### config.mk
export PLATFORM = sky130hd
export DESIGN_NAME = ggvc_prep
export DESIGN_NICKNAME = d
export VERILOG_FILES = /design/src/go_to_goal_velocity_controller_macros.svh /design/src/ggvc_pkg.sv /design/src/ggvc_prep.sv
export SDC_FILE = /design/constraint.sdc
export NUM_CORES = 2
export LEC_CHECK = 0
export BUFFER_PORTS_ARGS = -buffer_cell sky130_fd_sc_hd__clkbuf_2
export CORE_MARGIN = 5
export CORE_UTILIZATION = 54
export DETAILED_ROUTE_END_ITERATION = 10
export MAX_ROUTING_LAYER = met4
export PLACE_DENSITY = 0.82
export RECOVER_POWER = 100
export SYNTH_ARGS = -nofsm -noshare
export SYNTH_HDL_FRONTEND = slang
export SYNTH_SLANG_ARGS = --single-unit
### constraint.sdc
create_clock -name clk_i -period 0.9 [get_ports clk_i]
set_clock_uncertainty 0.1 [all_clocks]
set_input_delay 0.18 -clock clk_i [delete_from_list [all_inputs] [get_ports clk_i]]
set_output_delay 0.18 -clock clk_i [all_outputs]
set_load 0.02 [all_outputs]
### src/go_to_goal_velocity_controller_macros.svh
// Assertion helpers used by the top-level controller RTL.
`ifndef GO_TO_GOAL_VELOCITY_CONTROLLER_MACROS_SVH
`define GO_TO_GOAL_VELOCITY_CONTROLLER_MACROS_SVH

// Same-cycle implication, checked out of reset.
`define GGVC_ASSERT_IMPL(label, ante, cons, msg) \
  label: assert property (@(posedge clk_i) disable iff (!rst_ni) (ante) |-> (cons)) \
    else $error(msg);

// Next-cycle implication, checked out of reset.
`define GGVC_ASSERT_NEXT(label, ante, cons, msg) \
  label: assert property (@(posedge clk_i) disable iff (!rst_ni) (ante) |=> (cons)) \
    else $error(msg);

`endif

### src/ggvc_pkg.sv
`default_nettype none

package ggvc_pkg;

  localparam int CORDIC_STAGES = 20;
  localparam int IDX_W         = 5;
  localparam int LATENCY       = CORDIC_STAGES + 4;

  localparam int XY_W = 36;   // CORDIC x/y, inputs scaled by 256 plus growth
  localparam int Z_W  = 35;   // Q30 angle accumulator
  localparam int SQ_W = 47;   // one squared coordinate
  localparam int D2_W = 48;   // squared distance / squared radius
  localparam int B_W  = 21;   // Q16 bearing, signed
  localparam int MAG_W = 20;  // Q16 bearing magnitude
  localparam int PROD_W = 36; // magnitude * turn gain

  localparam int CFG_IDX_W  = 3;
  localparam int CFG_DATA_W = 24;

  localparam logic signed [Z_W-1:0] PI_Q30 = 35'sd3373259426;

  // register indexes
  localparam logic [CFG_IDX_W-1:0] REG_HEADING_DEADBAND = 3'd0;
  localparam logic [CFG_IDX_W-1:0] REG_TURN_GAIN        = 3'd1;
  localparam logic [CFG_IDX_W-1:0] REG_STOP_RADIUS      = 3'd2;
  localparam logic [CFG_IDX_W-1:0] REG_SLOW_RADIUS      = 3'd3;
  localparam logic [CFG_IDX_W-1:0] REG_SLOW_SPEED       = 3'd4;
  localparam logic [CFG_IDX_W-1:0] REG_CRUISE_SPEED     = 3'd5;

  // reset values
  localparam logic [16:0] RST_HEADING_DEADBAND = 17'd1144;
  localparam logic [15:0] RST_TURN_GAIN        = 16'd51472;
  localparam logic [23:0] RST_STOP_RADIUS      = 24'd6554;
  localparam logic [23:0] RST_SLOW_RADIUS      = 24'd196608;
  localparam logic [15:0] RST_SLOW_SPEED       = 16'd19661;
  localparam logic [15:0] RST_CRUISE_SPEED     = 16'd32768;

  typedef struct packed {
    logic signed [23:0] goal_forward;
    logic signed [23:0] goal_left;
  } ggvc_in_t;

  typedef struct packed {
    logic signed [18:0] angular_speed;
    logic [15:0]        linear_speed;
    logic               turning;
  } ggvc_out_t;

  typedef struct packed {
    logic signed [XY_W-1:0] x;
    logic signed [XY_W-1:0] y;
    logic signed [Z_W-1:0]  z;
    logic [SQ_W-1:0]        xx;
    logic [SQ_W-1:0]        yy;
  } ggvc_word_t;

  typedef struct packed {
    logic       valid;
    ggvc_word_t word;
  } ggvc_stage_t;

  typedef struct packed {
    logic [16:0]     heading_deadband;
    logic [15:0]     turn_gain;
    logic [15:0]     slow_speed;
    logic [15:0]     cruise_speed;
    logic [D2_W-1:0] stop_sq;
    logic [D2_W-1:0] slow_sq;
  } ggvc_cfg_t;

  // truncated atan(2^-i) in Q30
  function automatic logic [Z_W-1:0] atan_q30(input logic [IDX_W-1:0] i);
    logic [Z_W-1:0] a;
    case (i)
      5'd0:    a = 35'd843314856;
      5'd1:    a = 35'd497837829;
      5'd2:    a = 35'd263043836;
      5'd3:    a = 35'd133525158;
      5'd4:    a = 35'd67021686;
      5'd5:    a = 35'd33543515;
      5'd6:    a = 35'd16775850;
      5'd7:    a = 35'd8388437;
      5'd8:    a = 35'd4194282;
      5'd9:    a = 35'd2097149;
      5'd10:   a = 35'd1048575;
      5'd11:   a = 35'd524287;
      5'd12:   a = 35'd262143;
      5'd13:   a = 35'd131071;
      5'd14:   a = 35'd65535;
      5'd15:   a = 35'd32767;
      5'd16:   a = 35'd16383;
      5'd17:   a = 35'd8191;
      5'd18:   a = 35'd4095;
      5'd19:   a = 35'd2047;
      5'd20:   a = 35'd1023;
      5'd21:   a = 35'd511;
      5'd22:   a = 35'd255;
      5'd23:   a = 35'd127;
      5'd24:   a = 35'd63;
      5'd25:   a = 35'd31;
      5'd26:   a = 35'd15;
      5'd27:   a = 35'd7;
      5'd28:   a = 35'd3;
      5'd29:   a = 35'd1;
      default: a = '0;
    endcase
    return a;
  endfunction

endpackage

`default_nettype wire

### src/ggvc_prep.sv
`default_nettype none

module ggvc_prep import ggvc_pkg::*; (
  input  wire logic        clk_i,
  input  wire logic        rst_ni,
  input  wire logic        accept_i,
  input  wire ggvc_in_t    goal_i,
  output ggvc_stage_t      stage_o
);

  logic               valid_q;
  ggvc_word_t         word_d, word_q;
  logic signed [XY_W-1:0] xs, ys;
  logic signed [47:0] xsq, ysq;

  always_comb begin
    xs  = XY_W'(signed'({goal_i.goal_forward, 8'd0}));
    ys  = XY_W'(signed'({goal_i.goal_left, 8'd0}));
    xsq = goal_i.goal_forward * goal_i.goal_forward;
    ysq = goal_i.goal_left * goal_i.goal_left;
    word_d.xx = xsq[SQ_W-1:0];
    word_d.yy = ysq[SQ_W-1:0];
    // rear half plane: rotate by pi first
    if (xs[XY_W-1]) begin
      word_d.x = -xs;
      word_d.y = -ys;
      word_d.z = ys[XY_W-1] ? -PI_Q30 : PI_Q30;
    end else begin
      word_d.x = xs;
      word_d.y = ys;
      word_d.z = '0;
    end
  end

  always_ff @(posedge clk_i or negedge rst_ni) begin
    if (!rst_ni) begin
      valid_q <= 1'b0;
    end else begin
      valid_q <= accept_i;
    end
  end

  always_ff @(posedge clk_i) begin
    if (accept_i) begin
      word_q <= word_d;
    end
  end

  assign stage_o.valid = valid_q;
  assign stage_o.word  = word_q;

endmodule

`default_nettype wire

### Yosys cells after proc, flatten, opt, wreduce, memory -nomap -nowiden

Index checks and enable logic that the tools add are counted.
Widths: inputs -> output; s select.

* bits in registers: 202
* bits of input ports: 51
* output and inout bits: 202
* logic and storage cells: 14

* $add $sub $neg: 2
* $mul: 2
* muxes and demuxes: 2

Operator list (count)
* $mux 102: 1
* $mul 24x24->47: 2
* $neg 32->36: 2
* $mux 35: 1

### Longest topological paths before layout

* depth after elaboration: 2
* depth in mapped cells: 28
* depth with buffers taken out: 25

### Worst setup path after synthesis

OpenSTA, ideal clock, no wires.

* kind: input to register
* from: input port goal_i[47] in the netlist's numbering
* to: register word_q (netlist bit stage_o[93]), data pin
* data arrival time: 7.131 ns
* path slack: -6.591 ns
* cell stages on the path: 23
* path buffers: 3
* cells stage by stage: clkbuf_1 clkbuf_1 buf_1 nand2_1 inv_1 fa_1 fa_1 inv_1 fa_1 inv_1 fa_1 fa_1 fa_1 fa_1 ha_1 a21oi_1 nor3b_1 o21ai_0 a221o_1 a21oi_2 o2111ai_1 a21oi_1 xnor2_1

RTL lines
* from (decl): line ggvc_prep.sv:7 `input wire ggvc_in_t goal_i,`
* to (signal assigned): line ggvc_prep.sv:45 `word_q <= word_d;`
* to (decl): line ggvc_prep.sv:12 `ggvc_word_t word_d, word_q;`

==> flow_summary.json <==
{
  "final.period_utilization_pct": 765.8,
  "grt_pass1_vias": 39895,
  "place_area_um2": 53160,
  "hpwl_um": 103400,
  "n_fill_cell": 4863,
  "crit_required_ns": 1.16,
  "core_area_um2": 80160,
  "final_common_cell": "inv_1",
  "synth_seq_cells": 150,
  "syn_to_final_growth_pct": 33.74,
  "cts_made_buffers": 17,
  "hp-class": "input port to flip-flop",
  "outcome": "finished with violations",
  "drt_first_pass_iters": 6,
  "grt_pass1_wl_um": 204300,
  "antenna_found_initial": 4,
  "drc": 0,
  "final-setup-viol-count": 371,
  "place_congestion": 1.002,
  "hold_violations": 0,
  "netlist_area_um2": 43470,
  "die_w_um": 293.7,
  "tightest_slew_ns": 0.7458,
  "cts_tree": "yes",
  "place.port_buffers": 233,
  "cp_max_fo": 9,
  "nets": 6831,
  "die-area_um2": 86280,
  "min_path_cells": 3,
  "use_met1_pct": 36.53,
  "use_met3_pct": 5.170,
  "synthesis.instances": 4392,
  "cts_num_sinks": 150,
  "dieHeight_um": 293.7,
  "finalWorstSetupSlack_ns": -5.992,
  "ys_async_sr_fraction_pct": 0.6667,
  "vias": 35839,
  "fin_util_pct": 72.53,
  "arrival_ns": 7.15,
  "drv_cap": 0,
  "synth_area_per_cell_um2": 9.898,
  "grt-ovfl-total": 0,
  "cts_root_buf": "clkbuf_16",
  "synth_warnings": 0,
  "drt_iter0_drc": 2759,
  "rows": 104,
  "synth-edff-count": 149,
  "finalCriticalPeriod_ns": 6.892,
  "via_per_inst": 5.538,
  "io_pins": 253,
  "holdBufCountCts": 2,
  "yosysSeqAreaShare_pct": 10.35,
  "fmax_mhz": 145.1,
  "setup_tns_ns": -563.03,
  "maxSlewHeadroom_pct": 49.98,
  "synth_cell_types": 80,
  "violations": "setup timing",
  "slew_viol_final": 0,
  "crit_path_end_kind": "flip-flop",
  "use_met2_pct": 53.20,
  "htreeDepth": 4,
  "synth-main-ff-cell": "edfxtp_1",
  "fin_area_um2": 58140,
  "track_usage_pct": 31.41,
  "wirelength_um": 142800,
  "layout-drive-gt1-share_pct": 33.89,
  "rsz0062_at_grt": "yes",
  "grt_max_degree": 25,
  "ant_nets": 0,
  "clock_path_buffers": 2,
  "grt-busiest-layer": "met2",
  "critical_path_class": "input port to flip-flop",
  "start_kind": "input port",
  "start_util_pct": 54.24,
  "final_cell_mix": "inv_1 (1211), fa_1 (1041), buf_4 (756)",
  "clk_pin_slew_ns": 0.07,
  "wl_per_cell_um": 22.06
}
## cells in the mapped netlist, drive strengths merged, types with 8 or more instances
| library cell | instances | area (um2) |
|---|---|---|
| a211oi | 19 | 162.7 |
| a21o | 36 | 271.5 |
| a21oi | 83 | 430.4 |
| a31oi | 8 | 50.05 |
| and2 | 168 | 1054 |
| and3 | 12 | 76.33 |
| buf | 77 | 499.2 |
| clkbuf | 127 | 478.0 |
| edfxtp | 149 | 4474 |
| fa | 1093 | 21880 |
| ha | 292 | 3654 |
| inv | 1318 | 4947 |
| nand2 | 417 | 1565 |
| nand2b | 23 | 151.4 |
| nand3 | 24 | 120.1 |
| nand4 | 10 | 62.56 |
| nor2 | 142 | 540.5 |
| nor2b | 13 | 83.83 |
| nor3 | 13 | 65.06 |
| o21a | 11 | 82.58 |
| o21ai | 73 | 387.9 |
| o21bai | 14 | 105.1 |
| o31ai | 9 | 81.33 |
| or3 | 13 | 91.34 |
| xnor2 | 128 | 1121 |
| xor2 | 38 | 332.8 |
## layout make-up
cell class                 count  area, um2  area share, %
clock inverter                14      113.9         0.1958
sequential                   150       4499          7.739
timing repair buffer        1166      10200          17.54
tap                         1060       1326          2.281
clock buffer                  18      429.2         0.7381
inverter                    1322       5026          8.645
antenna                        4      10.01        0.01722
multi-input combinational   2738      36540          62.84
## repair_timing
action                                  4_1_cts  5_1_grt
endpoints found under the setup margin      323      322
endpoints found under the hold margin        10        9
pin swaps                                   174      220
setup buffers                                67       80
gates resized for setup                     340      664
gates cloned                                  2        6
## layer usage
layer | vias to the layer above | share of wire, %
li1 | 14704 | -
met1 | 18144 | 33
met2 | 2132 | 51
met3 | 859 | 8.9
met4 | 0 | 7.7
met5 | - | 0
## state kept, by name (all words and copies together) (netlist names)
| name | flops |
|---|---|
| stage_o | 149 |
| valid_q | 1 |
## stage by stage
stage / hold WS [ns] / cells / worst slack, ns
6_report: 0.02986 / 6472 / -5.992
5_1_grt: 0.03771 / 6472 / -6.173
4_1_cts: -0.06015 / 6399 / -5.514
3_5_place_dp: -0.1442 / 6305 / -6.280
3_3_place_gp: -0.1449 / 6305 / -6.209
2_1_floorplan: -0.2156 / 4414 / -5.593
## kinds of logic (layout without fill, tap and decap cells)
group,count (synthesis),after routing,share of synthesized area [%]
fa+ha+maj,1385,1385,58.73
flops,150,150,10.35
xor+xnor,166,166,3.344
buf+inv,1526,2520,13.66
mux,5,5,0.1151
other cells,1,27,0.008626
compound gates,301,301,4.639
simple gates,858,858,9.146
## critical path, stage by stage
cell and delay (ns):
clkbuf_4 0.22, buf_6 0.19, inv_1 0.09, nor2_2 0.21, inv_1 0.10, fa_1 0.50, inv_1 0.07, fa_1 0.49
fa_1 0.48, fa_1 0.56, fa_1 0.45, fa_1 0.69, inv_1 0.11, fa_1 0.50, inv_1 0.05, ha_1 0.36
nor2_1 0.10, a211oi_2 0.29, o21ai_2 0.14, a211oi_4 0.36, o211ai_1 0.24, and2_4 0.20, or4_1 0.46, o211ai_1 0.09
## worst paths after layout
check / start / endpoint / slack [ns]
max: goal_i[16] / stage_o[44]$_DFFE_PP_ / -5.99
min: goal_i[38] / stage_o[187]$_DFFE_PP_ / 0.03
max in group asynchronous: rst_ni / valid_q$_DFF_PN0_ / 0.18
min in group asynchronous: rst_ni / valid_q$_DFF_PN0_ / 0.41
Power is not shown: default switching activity piles up to over one toggle a cycle in this logic, so the estimate is an artifact.
