**src/go_to_goal_velocity_controller_macros.svh**
```systemverilog
// Assertion helpers used by the top-level controller RTL.
`ifndef GO_TO_GOAL_VELOCITY_CONTROLLER_MACROS_SVH
`define GO_TO_GOAL_VELOCITY_CONTROLLER_MACROS_SVH

// Same-cycle implication, checked out of reset.
`define GGVC_ASSERT_IMPL(label, ante, cons, msg) \
  label: assert property (@(posedge clk_i) disable iff (!rst_ni) (ante) |-> (cons)) \
    else $error(msg);

// Next-cycle implication, checked out of reset.
`define GGVC_ASSERT_NEXT(label, ante, cons, msg) \
  label: assert property (@(posedge clk_i) disable iff (!rst_ni) (ante) |=> (cons)) \
    else $error(msg);

`endif

```
**src/ggvc_pkg.sv**
```systemverilog
`default_nettype none

package ggvc_pkg;

  localparam int CORDIC_STAGES = 20;
  localparam int IDX_W         = 5;
  localparam int LATENCY       = CORDIC_STAGES + 4;

  localparam int XY_W = 36;   // CORDIC x/y, inputs scaled by 256 plus growth
  localparam int Z_W  = 35;   // Q30 angle accumulator
  localparam int SQ_W = 47;   // one squared coordinate
  localparam int D2_W = 48;   // squared distance / squared radius
  localparam int B_W  = 21;   // Q16 bearing, signed
  localparam int MAG_W = 20;  // Q16 bearing magnitude
  localparam int PROD_W = 36; // magnitude * turn gain

  localparam int CFG_IDX_W  = 3;
  localparam int CFG_DATA_W = 24;

  localparam logic signed [Z_W-1:0] PI_Q30 = 35'sd3373259426;

  // register indexes
  localparam logic [CFG_IDX_W-1:0] REG_HEADING_DEADBAND = 3'd0;
  localparam logic [CFG_IDX_W-1:0] REG_TURN_GAIN        = 3'd1;
  localparam logic [CFG_IDX_W-1:0] REG_STOP_RADIUS      = 3'd2;
  localparam logic [CFG_IDX_W-1:0] REG_SLOW_RADIUS      = 3'd3;
  localparam logic [CFG_IDX_W-1:0] REG_SLOW_SPEED       = 3'd4;
  localparam logic [CFG_IDX_W-1:0] REG_CRUISE_SPEED     = 3'd5;

  // reset values
  localparam logic [16:0] RST_HEADING_DEADBAND = 17'd1144;
  localparam logic [15:0] RST_TURN_GAIN        = 16'd51472;
  localparam logic [23:0] RST_STOP_RADIUS      = 24'd6554;
  localparam logic [23:0] RST_SLOW_RADIUS      = 24'd196608;
  localparam logic [15:0] RST_SLOW_SPEED       = 16'd19661;
  localparam logic [15:0] RST_CRUISE_SPEED     = 16'd32768;

  typedef struct packed {
    logic signed [23:0] goal_forward;
    logic signed [23:0] goal_left;
  } ggvc_in_t;

  typedef struct packed {
    logic signed [18:0] angular_speed;
    logic [15:0]        linear_speed;
    logic               turning;
  } ggvc_out_t;

  typedef struct packed {
    logic signed [XY_W-1:0] x;
    logic signed [XY_W-1:0] y;
    logic signed [Z_W-1:0]  z;
    logic [SQ_W-1:0]        xx;
    logic [SQ_W-1:0]        yy;
  } ggvc_word_t;

  typedef struct packed {
    logic       valid;
    ggvc_word_t word;
  } ggvc_stage_t;

  typedef struct packed {
    logic [16:0]     heading_deadband;
    logic [15:0]     turn_gain;
    logic [15:0]     slow_speed;
    logic [15:0]     cruise_speed;
    logic [D2_W-1:0] stop_sq;
    logic [D2_W-1:0] slow_sq;
  } ggvc_cfg_t;

  // truncated atan(2^-i) in Q30
  function automatic logic [Z_W-1:0] atan_q30(input logic [IDX_W-1:0] i);
    logic [Z_W-1:0] a;
    case (i)
      5'd0:    a = 35'd843314856;
      5'd1:    a = 35'd497837829;
      5'd2:    a = 35'd263043836;
      5'd3:    a = 35'd133525158;
      5'd4:    a = 35'd67021686;
      5'd5:    a = 35'd33543515;
      5'd6:    a = 35'd16775850;
      5'd7:    a = 35'd8388437;
      5'd8:    a = 35'd4194282;
      5'd9:    a = 35'd2097149;
      5'd10:   a = 35'd1048575;
      5'd11:   a = 35'd524287;
      5'd12:   a = 35'd262143;
      5'd13:   a = 35'd131071;
      5'd14:   a = 35'd65535;
      5'd15:   a = 35'd32767;
      5'd16:   a = 35'd16383;
      5'd17:   a = 35'd8191;
      5'd18:   a = 35'd4095;
      5'd19:   a = 35'd2047;
      5'd20:   a = 35'd1023;
      5'd21:   a = 35'd511;
      5'd22:   a = 35'd255;
      5'd23:   a = 35'd127;
      5'd24:   a = 35'd63;
      5'd25:   a = 35'd31;
      5'd26:   a = 35'd15;
      5'd27:   a = 35'd7;
      5'd28:   a = 35'd3;
      5'd29:   a = 35'd1;
      default: a = '0;
    endcase
    return a;
  endfunction

endpackage

`default_nettype wire

```
**src/ggvc_post.sv**
```systemverilog
`default_nettype none

module ggvc_post import ggvc_pkg::*; (
  input  wire logic        clk_i,
  input  wire logic        rst_ni,
  input  wire ggvc_stage_t stage_i,
  input  wire ggvc_cfg_t   cfg_i,
  output logic             valid_o,
  output ggvc_out_t        result_o
);

  // stage 1: round angle, magnitude, distance sum
  logic                   v1_q, v2_q, v3_q;
  logic signed [Z_W-1:0]  zr;
  logic signed [B_W-1:0]  b;
  logic signed [B_W-1:0]  b_abs;
  logic [MAG_W-1:0]       mag_d, mag_q;
  logic                   neg_q, turn1_q;
  logic [D2_W-1:0]        d2_d, d2_q;
  logic                   turn1_d;

  always_comb begin
    zr      = stage_i.word.z + Z_W'(8192);
    b       = zr[Z_W-1:14];
    b_abs   = b[B_W-1] ? -b : b;
    mag_d   = b_abs[MAG_W-1:0];
    d2_d    = D2_W'(stage_i.word.xx) + D2_W'(stage_i.word.yy);
    turn1_d = mag_d > MAG_W'(cfg_i.heading_deadband);
  end

  // stage 2: gain product and radius tests
  logic [PROD_W-1:0] prod_q;
  logic              neg2_q, turn2_q;
  logic [15:0]       lin_d, lin_q;

  always_comb begin
    if (turn1_q || d2_q < cfg_i.stop_sq) begin
      lin_d = '0;
    end else if (d2_q < cfg_i.slow_sq) begin
      lin_d = cfg_i.slow_speed;
    end else begin
      lin_d = cfg_i.cruise_speed;
    end
  end

  // stage 3: round half away from zero, apply sign
  logic [PROD_W:0]       rnd;
  logic signed [B_W:0]   p, ang;
  ggvc_out_t             res_d, res_q;

  always_comb begin
    rnd   = {1'b0, prod_q} + (PROD_W+1)'(32768);
    p     = $signed({1'b0, rnd[PROD_W:16]});
    ang   = neg2_q ? -p : p;
    res_d.angular_speed = turn2_q ? ang[18:0] : '0;
    res_d.linear_speed  = lin_q;
    res_d.turning       = turn2_q;
  end

  always_ff @(posedge clk_i or negedge rst_ni) begin
    if (!rst_ni) begin
      v1_q <= 1'b0;
      v2_q <= 1'b0;
      v3_q <= 1'b0;
    end else begin
      v1_q <= stage_i.valid;
      v2_q <= v1_q;
      v3_q <= v2_q;
    end
  end

  always_ff @(posedge clk_i) begin
    if (stage_i.valid) begin
      mag_q   <= mag_d;
      neg_q   <= b[B_W-1];
      turn1_q <= turn1_d;
      d2_q    <= d2_d;
    end
    if (v1_q) begin
      prod_q  <= mag_q * cfg_i.turn_gain;
      neg2_q  <= neg_q;
      turn2_q <= turn1_q;
      lin_q   <= lin_d;
    end
    if (v2_q) begin
      res_q <= res_d;
    end
  end

  assign valid_o  = v3_q;
  assign result_o = res_q;

endmodule

`default_nettype wire

```
**config.mk**
```make
export PLATFORM = sky130hd
export DESIGN_NAME = ggvc_post
export DESIGN_NICKNAME = d
export VERILOG_FILES = /design/src/go_to_goal_velocity_controller_macros.svh /design/src/ggvc_pkg.sv /design/src/ggvc_post.sv
export SDC_FILE = /design/constraint.sdc
export NUM_CORES = 1
export LEC_CHECK = 0
export BUFFER_PORTS_ARGS = -buffer_cell sky130_fd_sc_hd__buf_2
export CAP_MARGIN = 20
export CORE_ASPECT_RATIO = 0.9
export CORE_MARGIN = 4
export CORE_UTILIZATION = 63
export DETAILED_ROUTE_END_ITERATION = 12
export PLACE_DENSITY = 0.95
export SLEW_MARGIN = 20
export SYNTH_ARGS = -nofsm -noshare
export SYNTH_HDL_FRONTEND = slang
export SYNTH_SLANG_ARGS = --single-unit
```
**constraint.sdc**
```tcl
create_clock -name clk_i -period 15.1 [get_ports clk_i]
set_clock_uncertainty 0.1 [all_clocks]
set_input_delay 0.755 -clock clk_i [delete_from_list [all_inputs] [get_ports clk_i]]
set_output_delay 0.755 -clock clk_i [all_outputs]
set_load 0.02 [all_outputs]
```
After elaboration in Yosys (flattened, before gate mapping)

Index checks and enable logic that the tools add are counted.

Output and inout bits: 37
Register bits: 162

Reduce and logical (&&, ||, !) cells: 1
Multiply operators: 1
Order comparisons: 3
Add/sub/neg operators: 5
Mux-type cells: 3

Operators by type and width:

| kind                                                              | count |
|---|---|
| 48-bit less-than comparator                                       | 2 |
| 47-bit by 47-bit adder with 48-bit output                         | 1 |
| 35-bit by 15-bit adder with 35-bit output (second input constant) | 1 |
| 35-bit by 16-bit adder with 35-bit output (second input constant) | 1 |
| 20-bit by 16-bit multiplier with 35-bit output                    | 1 |
| 20-bit by 17-bit greater-than comparator with 1-bit output        | 1 |
| 20-bit two-way mux                                                | 1 |
| 20-bit negation                                                   | 1 |
| 19-bit two-way mux                                                | 1 |
| 19-bit negation                                                   | 1 |
| 16-bit two-way mux                                                | 1 |
| 1-bit logical OR                                                  | 1 |

Logic depth before layout (Yosys ltp)

Depth in word-level cells: 4
Gate-level depth with buffers: 24

Worst setup path after synthesis

OpenSTA, ideal clock, no wires.

Path kind: input to register
From: input port cfg_i[143] (netlist name)
To: register prod_q[34], data pin
Arrival: 6.422 ns
Setup time: 0.263 ns
Stages: 22
Slack: 8.315 ns
Cells stage by stage: clkbuf_1 clkbuf_1 nand2_1 fa_1 fa_1 inv_1 fa_1 fa_1 fa_1 inv_1 fa_1 inv_1 ha_1 o21a_1 o21ai_0 a211oi_1 a221o_1 a22o_1 nand4_1 nand2_1 a311oi_1 xnor2_1

Longest elaborated chain between the ends: 1

Ends and longest elaborated chain:

| element                                        | RTL line        | source |
|---|---|---|
| from (decl)                                    | ggvc_post.sv:7  | `input wire ggvc_cfg_t cfg_i,` |
| 20-bit by 16-bit multiplier with 35-bit output | ggvc_post.sv:80 | `prod_q <= mag_q * cfg_i.turn_gain;` |
| to (signal assigned)                           | ggvc_post.sv:80 |  |
| to (decl)                                      | ggvc_post.sv:32 | `logic [PROD_W-1:0] prod_q;` |

No other way between the ends.
A chain may end at the register's enable or synchronous reset.

Worst setup path in the final report

From: register mag_q[10]
To: register prod_q[32], data pin

Longest elaborated chain between the ends: 1

Ends and longest elaborated chain:

| element                                        | RTL line        | source |
|---|---|---|
| from (decl)                                    | ggvc_post.sv:17 | `logic [MAG_W-1:0] mag_d, mag_q;` |
| from (signal assigned)                         | ggvc_post.sv:74 | `mag_q <= mag_d;` |
| 20-bit by 16-bit multiplier with 35-bit output | ggvc_post.sv:80 |  |

No other way between the ends.

==> flow_results.org <==
** Logic synthesis
- Warnings from Yosys :: 0
- Sequential element share of the synthesized area :: 19.88%
- inv_1 is the most common cell in the netlist.
- The synthesized design contains 147 register bits.
- The netlist uses 80 different library cells.
- Top area cells in the synthesized netlist :: fa_1, edfxtp_1, ha_1
- A synthesized cell averages 9.222 µm².
- Library cell occupying the most area in the post-synthesis netlist :: fa_1
- Number of enable-type register cells in the synthesized netlist :: 144
- Combined area of all synthesized cells :: 0.02212 mm²
- The top cell type by area accounts for 22.53% of the synthesized area.
- Async set-reset flop share out of synthesis :: 2.041%
- Ys flop type :: edfxtp_1
- The number of nets in the synthesized netlist is 3,276.
- Synth Instances :: 2,399
- Sorting the synthesized cells by how often they occur yields inv_1, ha_1, fa_1.

** Routing
- Dividing the detail-routed wire length by the instance count gives 20.07 µm.
- For this run, the detailed router's first-pass iteration total came to 5.
- The routed design has 62.86 mm of wire.
- Antenna-violating nets left :: 0
- Summing over every cut layer, the via total after detailed routing is 19.06k.
- In the routed design, unresolved DRC markers number 0.
- Number of DRC markers after the initial detailed-route iteration :: 1,665
- Dividing the detail-routed via count by the number of cells gives 6.087.

** Clock tree
- Clock-pin slew was measured on the worst setup and hold paths at 0.08 ns.
- CTS tree :: done
- Count of instances resized after the clock tree is built :: 0
- Max H-tree Level :: 4
- The clock passes through at most 2 buffers.
- Clock tree synthesis inserted a total of 17 buffers.
- CTS placed an instance of clkbuf_16 at the clock tree root.
- For the worst-skew pair, the clock arrives at the later sink with an insertion delay of 0.45 ns.
- Counting every sink on the clock net gives 147.

** Setup path
- Class of the most critical setup path :: flip-flop to flip-flop
- At the worst endpoint, the arrival time is 7.34 ns.
- Endpoint required time on the critical path :: 15.19 ns
- Critical path startpoint category :: flip-flop
- STA classifies the critical path endpoint as a flip-flop.
- Along the worst path, the maximum fanout reaches 16.

** STA
- Setup repair after global routing missed its margin :: no
- Adding up every negative setup slack in the final design gives 0 ns.
- Dividing the final minimum period by the clock period gives 48.01%.
- The final-report max-slew violation count is 0.
- Worst-case headroom to the max-slew limit :: 27.56%
- Post-route minimum period :: 7.249 ns
- For the pin with the worst max-slew slack, the measured transition is 1.087 ns.
- For this run, the top clock speed supported by timing is 137.9 MHz.
- Final WS setup :: 7.851 ns
- Setup violations remaining at the end of the flow were counted as 0.
- The count of final hold-check violations is 0.

** Placed design
- The wire-length estimate of the detail-placed layout is 49.99 mm.
- Routability-driven placement finished with a final weighted congestion of 0.9333.
- Place WS :: 7.736 ns
- Placed instance area :: 0.02397 mm²
- Count of input and output buffers :: 316

** GRT
- The first global-routing pass estimated 99.14 mm of wire.
- For this run the aggregate overflow at the end of global routing stands at 0.
- The via count of the first global-routing pass is 20.26k.
- GRT Resource Usage Total :: 32.76%
- Pin count of the biggest net entering global routing :: 72
- Number of antenna violations at the first check in global routing :: 11

** Pwr
- Net Sw Frac :: 51.95%
- For this design the total switching power over the nets is 3.181 mW.
- The internal portion of the total power is 2.942 mW.
- Portion of total power attributed to combinational logic :: 79.4%
- Sequential cells burn 13.9% of the power.
- Total leakage power :: 12.26 nW
- Overall power consumption after layout is estimated at 6.123 mW.
- Across the VDD grid, the largest voltage drop is 0.0003585 V.
- The clock network is responsible for 6.7% of the overall power.
- Power spread over the standard cell area amounts to 249.3 mW/mm².

** Floorplanning
- The die is 205.5 µm wide.
- Core area :: 0.03435 mm²
- The die covers 0.03818 mm².
- The floorplan step set the die height to 185.8 µm.
- Number of top-level pins :: 402
- Starting Density :: 64.40%
- The floorplan has 64 rows.

** Final layout
- Final cell area excluding filler cells :: 0.02456 mm²
- After the last flow step, the layout net total stands at 3,528.
- Relative to the synthesized area, the layout overhead comes to 11.03%.
- Fraction of layout instances using a drive strength above 1 :: 14.45%
- Post-layout util :: 71.50%

** Job
- Max-capacitance violation count :: 0

** Run status
- Outcome :: complete, no violations

** Hold path
- The tightest min-delay check is of the flip-flop to flip-flop type.
==> final timing paths <==
path / startpoint / end / slack (ns) / cells past startpoint
max: mag_q[10] / prod_q[32] / 7.85 / 21
min: lin_q[7] / result_o[8] / 0.31 / 0
min in group asynchronous: rst_ni / v2_q / 0.54 / 2
max in group asynchronous: rst_ni / v1_q / 14.24 / 2
max reg2reg: mag_q[10] / prod_q[32] / 7.85 / 21
min reg2reg: lin_q[7] / result_o[8] / 0.31 / 0
==> sequential cells by signal (all words and copies together) (netlist names), 16 cells and up <==
signal,flops
d2_q,48
result_o,36
mag_q,20
prod_q,20
lin_q,16
==> area by class of cell <==
cell class	count	area, µm²
inverters	434	1629
clock inverters	15	120.1
well taps	462	578.1
diodes	6	15.01
clock buffers	17	425.4
repair buffers	320	1617
flip-flops and latches	147	4400
fillers	2385	9789
multi-input cells	1731	15780
==> kinds of logic (layout without fill, tap and decap cells) <==
group	after synthesis	after routing	share of synthesized area [%]
xor gates and xnor gates	133	133	5.299
AOI/OAI and AO/OA	395	395	11.87
buffers and inverters	521	786	8.936
DFF	147	147	19.88
and+or+nand+nor	686	686	16.38
other	0	6	0
adders and majority gates	512	512	37.41
muxes	5	5	0.2262
==> per-stage QoR <==
step / hold WS [ns] / instances
after global placement: 0.3004 / 3093
final: 0.3141 / 3132
after CTS: 0.3196 / 3126
after detailed placement: 0.3045 / 3093
after floorplan: 0.3003 / 2399
after global routing: 0.3267 / 3131
==> critical path: stages (launching register included) <==
cell and delay (ns):
edfxtp_1 0.76, and2_1 0.35, fa_1 0.53, inv_1 0.06, fa_1 0.53, fa_1 0.54, inv_1 0.05, fa_1 0.48
fa_1 0.56, inv_1 0.06, fa_1 0.53, inv_1 0.04, ha_1 0.35, and3_1 0.26, o21ai_0 0.15, a211oi_1 0.27
a221o_1 0.33, a22o_1 0.35, nand4_1 0.19, a21oi_1 0.26, nor2_1 0.09, xnor2_1 0.13
==> cell usage in the layout, fill, tap and decap left out, types with 62 or more instances in the layout <==
cell type	netlist	layout
o21ai_0	71	71
ha_1	263	263
and2_1	175	175
xnor2_1	93	93
nand2_1	225	225
fa_1	249	249
buf_2	5	315
nor2_1	62	62
a21o_1	78	78
a21oi_1	93	93
inv_1	434	434
edfxtp_1	144	144
==> power groups by stage <==
stage               Clock, mW  Combinational, mW  Sequential (mW)
global route            0.429               5.41            0.856
global placement            0               4.38            0.845
detailed placement          0               4.70            0.852
finish                  0.412               4.86            0.850
CTS                     0.413               4.80            0.844
floorplan                   0               3.41            0.821
==> metal layers <==
layer,GRT usage (%),vias up,wire [µm],share of wire (%)
li1,-,8446,-,-
met1,39.36,8968,22710,36
met5,0,-,73,0.12
met4,18.27,12,3636,5.8
met3,8.275,344,6929,11
met2,54.23,1293,29510,47
==> what timing repair did <==
item | in CTS | in global routing
hold buffers | 1 | 0
buffers inserted | 0 | 0
hold endpoints to repair | 3 | 0
Note: power is estimated with default switching activity, not from simulation.
