<file path="src/go_to_goal_velocity_controller_macros.svh">
// Assertion helpers used by the top-level controller RTL.
`ifndef GO_TO_GOAL_VELOCITY_CONTROLLER_MACROS_SVH
`define GO_TO_GOAL_VELOCITY_CONTROLLER_MACROS_SVH

// Same-cycle implication, checked out of reset.
`define GGVC_ASSERT_IMPL(label, ante, cons, msg) \
  label: assert property (@(posedge clk_i) disable iff (!rst_ni) (ante) |-> (cons)) \
    else $error(msg);

// Next-cycle implication, checked out of reset.
`define GGVC_ASSERT_NEXT(label, ante, cons, msg) \
  label: assert property (@(posedge clk_i) disable iff (!rst_ni) (ante) |=> (cons)) \
    else $error(msg);

`endif

</file>
<file path="src/ggvc_pkg.sv">
`default_nettype none

package ggvc_pkg;

  localparam int CORDIC_STAGES = 20;
  localparam int IDX_W         = 5;
  localparam int LATENCY       = CORDIC_STAGES + 4;

  localparam int XY_W = 36;   // CORDIC x/y, inputs scaled by 256 plus growth
  localparam int Z_W  = 35;   // Q30 angle accumulator
  localparam int SQ_W = 47;   // one squared coordinate
  localparam int D2_W = 48;   // squared distance / squared radius
  localparam int B_W  = 21;   // Q16 bearing, signed
  localparam int MAG_W = 20;  // Q16 bearing magnitude
  localparam int PROD_W = 36; // magnitude * turn gain

  localparam int CFG_IDX_W  = 3;
  localparam int CFG_DATA_W = 24;

  localparam logic signed [Z_W-1:0] PI_Q30 = 35'sd3373259426;

  // register indexes
  localparam logic [CFG_IDX_W-1:0] REG_HEADING_DEADBAND = 3'd0;
  localparam logic [CFG_IDX_W-1:0] REG_TURN_GAIN        = 3'd1;
  localparam logic [CFG_IDX_W-1:0] REG_STOP_RADIUS      = 3'd2;
  localparam logic [CFG_IDX_W-1:0] REG_SLOW_RADIUS      = 3'd3;
  localparam logic [CFG_IDX_W-1:0] REG_SLOW_SPEED       = 3'd4;
  localparam logic [CFG_IDX_W-1:0] REG_CRUISE_SPEED     = 3'd5;

  // reset values
  localparam logic [16:0] RST_HEADING_DEADBAND = 17'd1144;
  localparam logic [15:0] RST_TURN_GAIN        = 16'd51472;
  localparam logic [23:0] RST_STOP_RADIUS      = 24'd6554;
  localparam logic [23:0] RST_SLOW_RADIUS      = 24'd196608;
  localparam logic [15:0] RST_SLOW_SPEED       = 16'd19661;
  localparam logic [15:0] RST_CRUISE_SPEED     = 16'd32768;

  typedef struct packed {
    logic signed [23:0] goal_forward;
    logic signed [23:0] goal_left;
  } ggvc_in_t;

  typedef struct packed {
    logic signed [18:0] angular_speed;
    logic [15:0]        linear_speed;
    logic               turning;
  } ggvc_out_t;

  typedef struct packed {
    logic signed [XY_W-1:0] x;
    logic signed [XY_W-1:0] y;
    logic signed [Z_W-1:0]  z;
    logic [SQ_W-1:0]        xx;
    logic [SQ_W-1:0]        yy;
  } ggvc_word_t;

  typedef struct packed {
    logic       valid;
    ggvc_word_t word;
  } ggvc_stage_t;

  typedef struct packed {
    logic [16:0]     heading_deadband;
    logic [15:0]     turn_gain;
    logic [15:0]     slow_speed;
    logic [15:0]     cruise_speed;
    logic [D2_W-1:0] stop_sq;
    logic [D2_W-1:0] slow_sq;
  } ggvc_cfg_t;

  // truncated atan(2^-i) in Q30
  function automatic logic [Z_W-1:0] atan_q30(input logic [IDX_W-1:0] i);
    logic [Z_W-1:0] a;
    case (i)
      5'd0:    a = 35'd843314856;
      5'd1:    a = 35'd497837829;
      5'd2:    a = 35'd263043836;
      5'd3:    a = 35'd133525158;
      5'd4:    a = 35'd67021686;
      5'd5:    a = 35'd33543515;
      5'd6:    a = 35'd16775850;
      5'd7:    a = 35'd8388437;
      5'd8:    a = 35'd4194282;
      5'd9:    a = 35'd2097149;
      5'd10:   a = 35'd1048575;
      5'd11:   a = 35'd524287;
      5'd12:   a = 35'd262143;
      5'd13:   a = 35'd131071;
      5'd14:   a = 35'd65535;
      5'd15:   a = 35'd32767;
      5'd16:   a = 35'd16383;
      5'd17:   a = 35'd8191;
      5'd18:   a = 35'd4095;
      5'd19:   a = 35'd2047;
      5'd20:   a = 35'd1023;
      5'd21:   a = 35'd511;
      5'd22:   a = 35'd255;
      5'd23:   a = 35'd127;
      5'd24:   a = 35'd63;
      5'd25:   a = 35'd31;
      5'd26:   a = 35'd15;
      5'd27:   a = 35'd7;
      5'd28:   a = 35'd3;
      5'd29:   a = 35'd1;
      default: a = '0;
    endcase
    return a;
  endfunction

endpackage

`default_nettype wire

</file>
<file path="src/ggvc_cell.sv">
`default_nettype none

module ggvc_cell import ggvc_pkg::*; (
  input  wire logic             clk_i,
  input  wire logic             rst_ni,
  input  wire logic [IDX_W-1:0] idx_i,
  input  wire ggvc_stage_t      stage_i,
  output ggvc_stage_t           stage_o
);

  logic                   valid_q;
  ggvc_word_t             word_d, word_q;
  logic signed [XY_W-1:0] dx, dy;
  logic signed [Z_W-1:0]  ang;
  logic                   y_pos, y_neg;

  always_comb begin
    dx     = stage_i.word.y >>> idx_i;
    dy     = stage_i.word.x >>> idx_i;
    ang    = $signed(atan_q30(idx_i));
    y_neg  = stage_i.word.y[XY_W-1];
    y_pos  = !y_neg && (stage_i.word.y != '0);
    word_d = stage_i.word;
    if (y_pos) begin
      word_d.x = stage_i.word.x + dx;
      word_d.y = stage_i.word.y - dy;
      word_d.z = stage_i.word.z + ang;
    end else if (y_neg) begin
      word_d.x = stage_i.word.x - dx;
      word_d.y = stage_i.word.y + dy;
      word_d.z = stage_i.word.z - ang;
    end
  end

  always_ff @(posedge clk_i or negedge rst_ni) begin
    if (!rst_ni) begin
      valid_q <= 1'b0;
    end else begin
      valid_q <= stage_i.valid;
    end
  end

  always_ff @(posedge clk_i) begin
    if (stage_i.valid) begin
      word_q <= word_d;
    end
  end

  assign stage_o.valid = valid_q;
  assign stage_o.word  = word_q;

endmodule

`default_nettype wire

</file>
<file path="config.mk">
export PLATFORM = sky130hd
export DESIGN_NAME = ggvc_cell
export DESIGN_NICKNAME = d
export VERILOG_FILES = /design/src/go_to_goal_velocity_controller_macros.svh /design/src/ggvc_pkg.sv /design/src/ggvc_cell.sv
export SDC_FILE = /design/constraint.sdc
export NUM_CORES = 1
export LEC_CHECK = 0
export BUFFER_PORTS_ARGS = -buffer_cell sky130_fd_sc_hd__buf_2
export CORE_UTILIZATION = 55
export CTS_BUF_LIST = sky130_fd_sc_hd__clkbuf_8 sky130_fd_sc_hd__clkbuf_16
export DETAILED_ROUTE_END_ITERATION = 12
export PLACE_DENSITY = 0.79
export SYNTH_ARGS = -nofsm -noshare
export SYNTH_HDL_FRONTEND = slang
export SYNTH_SLANG_ARGS = --single-unit
export TNS_END_PERCENT = 5
</file>
<file path="constraint.sdc">
create_clock -name clk_i -period 1.2 [get_ports clk_i]
set_input_delay 0.18 -clock clk_i [delete_from_list [all_inputs] [get_ports clk_i]]
set_output_delay 0.18 -clock clk_i [all_outputs]
set_load 0.01 [all_outputs]
</file>
==> metrics, run 1 <==
adder-cell share of the synthesized area 12.3%; ys async rst share 0.495%; Final HPWL DP 80.4 mm; number of clock sinks 202; Synth Cell Area 0.0232 mm2; total I/O pin count 411; post-synthesis sequential area ratio 26.1%; last stage reached global routing (5_1_grt); YS warnings 0; EDFF count, synth 201; Unique masters post-synth 88; syn nets 3339; CTS root buf clkbuf_16; GRT overflow 394; Synth Instances 2905; ys flop type edfxtp_1; worst endpoint type register input; Starting Density 56.3%; largest family of logic cells by synthesized area compound AO/OA/AOI/OAI gates; Post-Synth XOR/XNOR Area 6.30%; register bit total from synthesis 202; Tool Error [ERROR GRT-0232] Routing congestion too high. Check the congestion heatmap in the GUI.; GRT Overall Usage 88.5%; Synth Area in Compound Gates 24.6%; status stopped before the end; Chip Width 207 um; Site Rows 74; H-tree levels 1; mux contribution to synthesized area 7.08%; CTS Buf Count 23; final RePlAce weighted congestion 1.07; largest net degree at the start of global routing 60; Die Y 207 um; Port Buffer Count 410; simple-gate area share of the yosys netlist 17.1%; Mean Syn Cell Area 7.99 um2; Clock Tree Buf Depth 3; grt repair worst endpoint stage_o[197]$_DFFE_PP_/D
stage by stage:
stage               cell area, um2  std cells  worst slack (ps)  hold WS [ps]
CTS                          36200       4818             -2780          2.53
detailed placement           32600       4616             -3820         -40.5
global placement             32600       4616             -3690         -38.5
floorplan                    23400       2905             -3020          -116
kinds of logic after synthesis:
group,count (synthesis)
AOI/OAI and AO/OA,892
DFF,202
and+or+nand+nor,903
xor gates and xnor gates,167
adders and majority gates,225
muxes,122
buffers and inverters,394
repair_timing:
action / in CTS
hold buffers: 99
pin swaps: 117
gates cloned: 7
buffers inserted: 56
hold endpoints to repair: 100
setup endpoints to repair: 309
gates resized for setup: 333
synth_stat cells, drive strengths merged (31+ instances only):
| cell type | n | share of area, % |
|---|---|---|
| nand2 | 331 | 5.4 |
| nor2 | 311 | 5.0 |
| a21oi | 274 | 6.0 |
| ha | 219 | 12 |
| inv | 210 | 3.4 |
| o21ai | 203 | 4.4 |
| edfxtp | 201 | 26 |
| xnor2 | 136 | 5.1 |
| clkbuf | 134 | 2.2 |
| mux2i | 73 | 3.1 |
| nor3 | 61 | 1.3 |
| a211oi | 50 | 1.6 |
| o21bai | 50 | 1.7 |
| buf | 48 | 0.95 |
| nand3 | 46 | 0.99 |
| o21a | 45 | 1.5 |
| o22ai | 39 | 1.1 |
| a21o | 38 | 1.2 |
| mux4 | 32 | 3.1 |
| xor2 | 31 | 1.2 |
metal layers:
| metal | global-route usage (%) | overflow |
|---|---|---|
| met5 | 67.4 | 4 |
| met4 | 88.8 | 152 |
| met3 | 80.5 | 32 |
| met2 | 98.2 | 186 |
| met1 | 87.1 | 20 |
==> run 2: changes to the inputs <==
--- a/config.mk
+++ b/config.mk
@@ -6,10 +6,9 @@
 export NUM_CORES = 1
 export LEC_CHECK = 0
 export BUFFER_PORTS_ARGS = -buffer_cell sky130_fd_sc_hd__buf_2
-export CORE_UTILIZATION = 55
-export CTS_BUF_LIST = sky130_fd_sc_hd__clkbuf_8 sky130_fd_sc_hd__clkbuf_16
+export CORE_UTILIZATION = 40
 export DETAILED_ROUTE_END_ITERATION = 12
-export PLACE_DENSITY = 0.79
+export PLACE_DENSITY_LB_ADDON = 0.15
 export SYNTH_ARGS = -nofsm -noshare
 export SYNTH_HDL_FRONTEND = slang
 export SYNTH_SLANG_ARGS = --single-unit
==> run 2 against run 1 <==
Against the previous run:
- the flow now finishes, with violations (setup timing)
- synthesized cell count unchanged
- area after synthesis unchanged
==> metrics, run 2 <==
status complete, but fails checks; failing checks setup timing; PD cells 1060 mW/mm2; H-tree levels 1 (unchanged); Site Rows 87 (+18%); worst endpoint data arrival time 4460 ps; Initial DRC Count 1785; ys async rst share 0.495% (unchanged); Synth area leader edfxtp_1; Chip Width 243 um (+17%); post-route antenna net violation count 0; total I/O pin count 411 (unchanged); Synth Area in Compound Gates 24.6% (unchanged); Die Y 243 um (+17%); Crit. End Element register; M2 GR Usage 61.5%; CTS Buf Count 24 (+4.3%); antenna violations before repair 10; worst vdd ir 1300 uV; ys flop type edfxtp_1; CP endpoint stage_o[198]; Die ar. 0.0590 mm2; Place WS -3870 ps (-53.3 ps); met1 GRT Util 44.4%; EDFF count, synth 201 (unchanged); worst setup margin -2840 ps; Mean Syn Cell Area 7.99 um2 (unchanged); via count 28107; ratio of cells with drive above 1 in the final layout 43.7%; Worst-path clk slew 60 ps; final RePlAce weighted congestion 0.999 (-7.0%); Area growth, synth to finish 62.9%; syn nets 3339 (unchanged); CP Launch Point idx_i[1]; Hold Crit Class in2reg; Placeable Area 0.0568 mm2; max_cap viols 0; largest net degree at the start of global routing 67; Starting Density 40.8% (-15 points); mux contribution to synthesized area 7.08% (unchanged); CTS root buf clkbuf_16; DRC viols 0; post-layout min period 4040 ps; Non-Filler Instances 5137; top cells by count, synth 331 x nand2_1, 311 x nor2_1, 271 x a21oi_1; Clock Tree Buf Depth 3 (unchanged); Period Utilization, post-route 337%; CTS tree done; Synth area leaders edfxtp_1 26%, ha_1 12%, a21oi_1 5.8%, nand2_1 5.4%, xnor2_1 5.1%; simple-gate area share of the yosys netlist 17.1% (unchanged); drt wl/cell 21.2 um; number of clock sinks 202 (unchanged); crit start category input port; GRT Overall Usage 35.4%; fin nets 4788; Unique masters post-synth 88 (unchanged); fillers 4882; routed wire length 109 mm; GRT Max-Usage Layer met2; largest family of logic cells by synthesized area compound AO/OA/AOI/OAI gates; most common cell in the netlist nand2_1; Worst Tran Pin Value 869 ps; commonest non-fill, non-tap cell in the layout buf_4; Final Hold Viols 0; worst path required time 1620 ps; Pre-antenna DRT Iters 5; adder-cell share of the synthesized area 12.3% (unchanged); max FFs per register 201; vias in the first global route 27845; FMAX 247 MHz; first-pass GRT wire length 163 mm; post-synthesis sequential area ratio 26.1% (unchanged); commonest cells after routing, fill and taps aside 1044 x buf_4, 397 x buf_2, 323 x nand2_1, 288 x nor2_1, 229 x a21oi_1; Port Buffer Count 410 (unchanged); area share of the largest cell type after synthesis 26.0% (unchanged); hold depth 3; Synth Cell Area 0.0232 mm2 (unchanged); Post-Synth XOR/XNOR Area 6.30% (unchanged); Synth Instances 2905 (unchanged); vias per cell 5.47; Slew Limit Fails 0; RSZ-0062 raised after global routing yes; Critical Path Fanout Max 5; register bit total from synthesis 202 (unchanged); critical path type in2reg; GRT overflow 0; placed cells 4921 (+6.6%); worst relative slew slack 42.1%; YS warnings 0 (unchanged); Final HPWL DP 85.5 mm (+6.4%); final setup vio count 309; met3 usage 4.68%; leakage power 17.7 nW
==> run 2: routing by layer <==
metal | vias to the layer above | routed length (um)
li1 | 13342 | -
met4 | 4 | 4470
met2 | 1061 | 52300
met5 | - | 24
met1 | 13482 | 45100
met3 | 218 | 6770
==> run 2: logic make-up after synthesis <==
| logic type | after synthesis |
|---|---|
| AND/OR/NAND/NOR | 903 |
| flip-flops | 202 |
| XOR/XNOR | 167 |
| buffers and inverters | 394 |
| adder cells (fa/ha/maj) | 225 |
| AO/OA/AOI/OAI | 892 |
| multiplexers | 122 |
==> run 2: how the worst min path moves through the flow <==
stage	startpoint	endpoint
floorplan	rst_ni	valid_q
global placement	rst_ni	valid_q
detailed placement	rst_ni	valid_q
CTS	stage_i[99]	stage_o[99]
global route	stage_i[99]	stage_o[99]
finish	stage_i[99]	stage_o[99]
==> run 2: final cells by class <==
| class | count | area (um2) | area share, % |
|---|---|---|---|
| Antenna cell | 11 | 27.5 | 0.0728 |
| Clock buffer | 26 | 608 | 1.61 |
| Clock inverter | 16 | 156 | 0.414 |
| Inverter | 212 | 807 | 2.13 |
| Multi-Input combinational cell | 2309 | 17300 | 45.7 |
| Sequential cell | 202 | 6060 | 16.0 |
| Tap cell | 756 | 946 | 2.50 |
| Timing Repair Buffer | 1604 | 11900 | 31.6 |
| Timing Repair inverter | 1 | 6.26 | 0.0165 |
==> run 2: repair_timing <==
| action | 4_1_cts | 5_1_grt |
|---|---|---|
| cloned | 6 | 2 |
| hold buffers | 99 | 0 |
| buffers inserted | 31 | 29 |
| endpoints found under the hold margin | 100 | 0 |
| endpoints found under the setup margin | 309 | 309 |
| resized for setup | 258 | 188 |
| pin swaps | 77 | 78 |
==> run 2: metrics by stage <==
step,instance area [um2],setup TNS (ps),utilization [%],power (W),hold slack (ps)
floorplan,23400,-250170,-,0.0198,-116
global placement,33600,-322590,59.1,0.0298,-43.5
CTS,36800,-252430,64.8,0.0388,11.9
detailed placement,33600,-329880,59.1,0.0300,-41.2
global route,37800,-270530,66.5,0.0422,73.2
finish,37800,-249860,66.5,0.0401,24.1
==> run 2: worst max-delay path, cell delays in order <==
cell and delay [ps]:
bufbuf_16 240, mux2_2 350, o21ai_2 180, mux2i_2 120, buf_4 140, buf_4 130, mux2i_4 150, nor2_1 80
nor2_2 200, ha_4 240, nor4_4 300, a21boi_2 250, o211ai_1 190, a2111oi_4 460, buf_4 200, o211ai_1 150
buf_4 200, buf_4 120, buf_6 100, o211ai_1 210, a221oi_2 90, a21oi_1 180
==> run 2: power breakdown <==
| group | switching (W) | total, W | internal [W] |
|---|---|---|---|
| combinational | 0.0119 | 0.0234 | 0.0114 |
| sequential | 0.000351 | 0.00940 | 0.00905 |
| clock | 0.00340 | 0.00733 | 0.00393 |
| total | 0.0157 | 0.0401 | 0.0244 |
Note: power is estimated with default switching activity, not from simulation.
==> run 3: changes to the inputs <==
--- a/config.mk
+++ b/config.mk
@@ -7,6 +7,7 @@
 export LEC_CHECK = 0
 export BUFFER_PORTS_ARGS = -buffer_cell sky130_fd_sc_hd__buf_2
 export CORE_UTILIZATION = 40
+export CTS_BUF_LIST = sky130_fd_sc_hd__clkbuf_16
 export DETAILED_ROUTE_END_ITERATION = 12
 export PLACE_DENSITY_LB_ADDON = 0.15
 export SYNTH_ARGS = -nofsm -noshare
==> run 3 against run 2 <==
Against the previous run:
- via count is 0.26% lower
- critical path depth stayed put
- power hardly changed
- routed wire length hardly changed
- the run still ends with setup timing left
- clock power hardly changed
- non-clock buffer count stayed put
- first-iteration DRC count is 0.45% higher
- cell area hardly changed
- flip-flop and latch count stayed put
- sequential share of layout area hardly changed
- clock-buffer cell count is 2 lower
- sequential power hardly changed
- highest routed layer unchanged
==> metrics, run 3 (synthesis results as in run 2) <==
total I/O pin count 411 (unchanged); fin nets 4788 (unchanged); commonest non-fill, non-tap cell in the layout buf_4; Final Hold Viols 0 (unchanged); worst endpoint data arrival time 4440 ps (-20 ps); final setup vio count 309 (unchanged); Pre-antenna DRT Iters 7 (+2); CTS tree done; Slew Limit Fails 0 (unchanged); post-route antenna net violation count 0 (unchanged); crit path cell chain bufbuf_16, mux2_2, o21ai_2, mux2i_2, buf_4, buf_4, mux2i_4, nor2_1, nor2_2, ha_4, nor4_4, a21boi_2, o211ai_1, a2111oi_4, buf_4, o211ai_1, buf_4, buf_4, buf_6, o211ai_1, a221oi_2, a21oi_1; Clock Tree Buf Depth 3 (unchanged); Die ar. 0.0590 mm2 (unchanged); worst setup margin -2820 ps (+19.5 ps); Critical path buffers and inverters 7 (unchanged); worst relative slew slack 42.1% (+0.044 points); PD cells 1060 mW/mm2 (about the same); Total Power 0.0401 W (about the same); leakage power 17.7 nW (about the same); Hold Crit Class in2reg; Critical Path Fanout Max 5 (unchanged); DRC viols 0 (unchanged); GRT Overall Usage 35.4% (unchanged); Die Y 243 um (unchanged); drt wl/cell 21.1 um (about the same); final RePlAce weighted congestion 0.999 (unchanged); hold depth 3 (unchanged); Non-Filler Instances 5137 (unchanged); FMAX 249 MHz (+0.49%); max FFs per register 201 (unchanged); Crit. End Element register; Place WS -3870 ps (unchanged); routed wire length 109 mm (about the same); antenna violations before repair 10 (unchanged); RSZ-0062 raised after global routing yes; CP dominant cell by count buf_4; Final HPWL DP 85.5 mm (unchanged); Starting Density 40.8% (unchanged); Period Utilization, post-route 335% (-1.6 points); Worst Tran Pin Value 868 ps (-0.665 ps); Chip Width 243 um (unchanged); GRT overflow 0 (unchanged); number of clock sinks 202 (unchanged); failing checks setup timing; CP max stage delay 460 ps (about the same); cell family with most CP delay compound AO/OA/AOI/OAI gates; status complete, but fails checks; Hold EP stage_o[99]; worst path required time 1620 ps (about the same); Area growth, synth to finish 62.9% (about the same); worst vdd ir 1300 uV (+0.30%); post-layout min period 4020 ps (-19.5 ps); Placeable Area 0.0568 mm2 (unchanged); placed cells 4921 (unchanged); Initial DRC Count 1793 (+0.45%); crit start category input port; Hold Crit Start stage_i[99]; worst hold slack 24.0 ps (-0.0465 ps); H-tree levels 1 (unchanged); ratio of cells with drive above 1 in the final layout 43.7% (about the same); critical path type in2reg; vias in the first global route 27845 (unchanged); CP max stage cell a2111oi_4; first-pass GRT wire length 163 mm (unchanged); CTS root buf clkbuf_16; max_cap viols 0 (unchanged); CTS Buf Count 24 (unchanged); largest net degree at the start of global routing 67 (unchanged); setup tns final -248730 ps (+1130 ps); vias per cell 5.46 (-0.26%); Worst-path clk slew 60 ps (about the same); via count 28034 (-0.26%); Port Buffer Count 410 (unchanged); commonest cells after routing, fill and taps aside 1045 x buf_4, 397 x buf_2, 322 x nand2_1, 287 x nor2_1, 229 x a21oi_1; Site Rows 87 (unchanged)
==> run 3: how the worst max path moves through the flow <==
stage,to,slack [ps],startpoint,depth (start not counted)
after floorplan,stage_o[197],-3020,idx_i[0],23
after global placement,stage_o[199],-3750,idx_i[1],21
after detailed placement,stage_o[199],-3870,idx_i[1],21
after CTS,stage_o[199],-2890,idx_i[1],24
after global routing,stage_o[198],-3010,idx_i[1],22
final,stage_o[198],-2820,idx_i[1],22
==> run 3: report_power, final <==
group / total (W) / leakage (nW) / internal (W) / switching, W
Sequential: 0.00940 / 1.98 / 0.00905 / 0.000353
Combinational: 0.0233 / 15.4 / 0.0114 / 0.0119
Clock: 0.00731 / 0.359 / 0.00392 / 0.00340
==> run 3: what timing repair did <==
item,in CTS,in global routing
cloned,6,2
buffers inserted,31,29
gates resized for setup,257,187
endpoints found under the setup margin,309,309
hold endpoints to repair,100,0
pin swaps,76,79
hold buffers,99,0
==> run 3: cell type report <==
| cell class | count | area [um2] |
|---|---|---|
| antenna | 11 | 27.5 |
| tap | 756 | 946 |
| timing repair buffer | 1604 | 11900 |
| fill | 4887 | 19000 |
| clock buffer | 24 | 601 |
| sequential | 202 | 6060 |
| timing repair inverter | 1 | 6.26 |
| multi-input combinational | 2309 | 17300 |
| inverter | 212 | 807 |
| clock inverter | 18 | 164 |
==> run 3: layer usage <==
| layer | global-route usage (%) | up-vias | share of wire [%] |
|---|---|---|---|
| li1 | - | 13356 | - |
| met1 | 44.4 | 13416 | 42 |
| met2 | 61.5 | 1042 | 48 |
| met3 | 4.68 | 216 | 6.1 |
| met4 | 13.0 | 4 | 4.0 |
| met5 | 0 | - | 0.026 |
==> run 3: stage by stage <==
stage               area, um2  util [%]
finish                  37800      66.5
global route            37800      66.5
CTS                     36800      64.8
detailed placement      33600      59.1
global placement        33600      59.1
floorplan               23400         -
==> run 3: worst min-delay path, delay by kind of cell <==
family	cells	cell delay [ps]
AO/OA/AOI/OAI	2	180
buffers and inverters	1	110
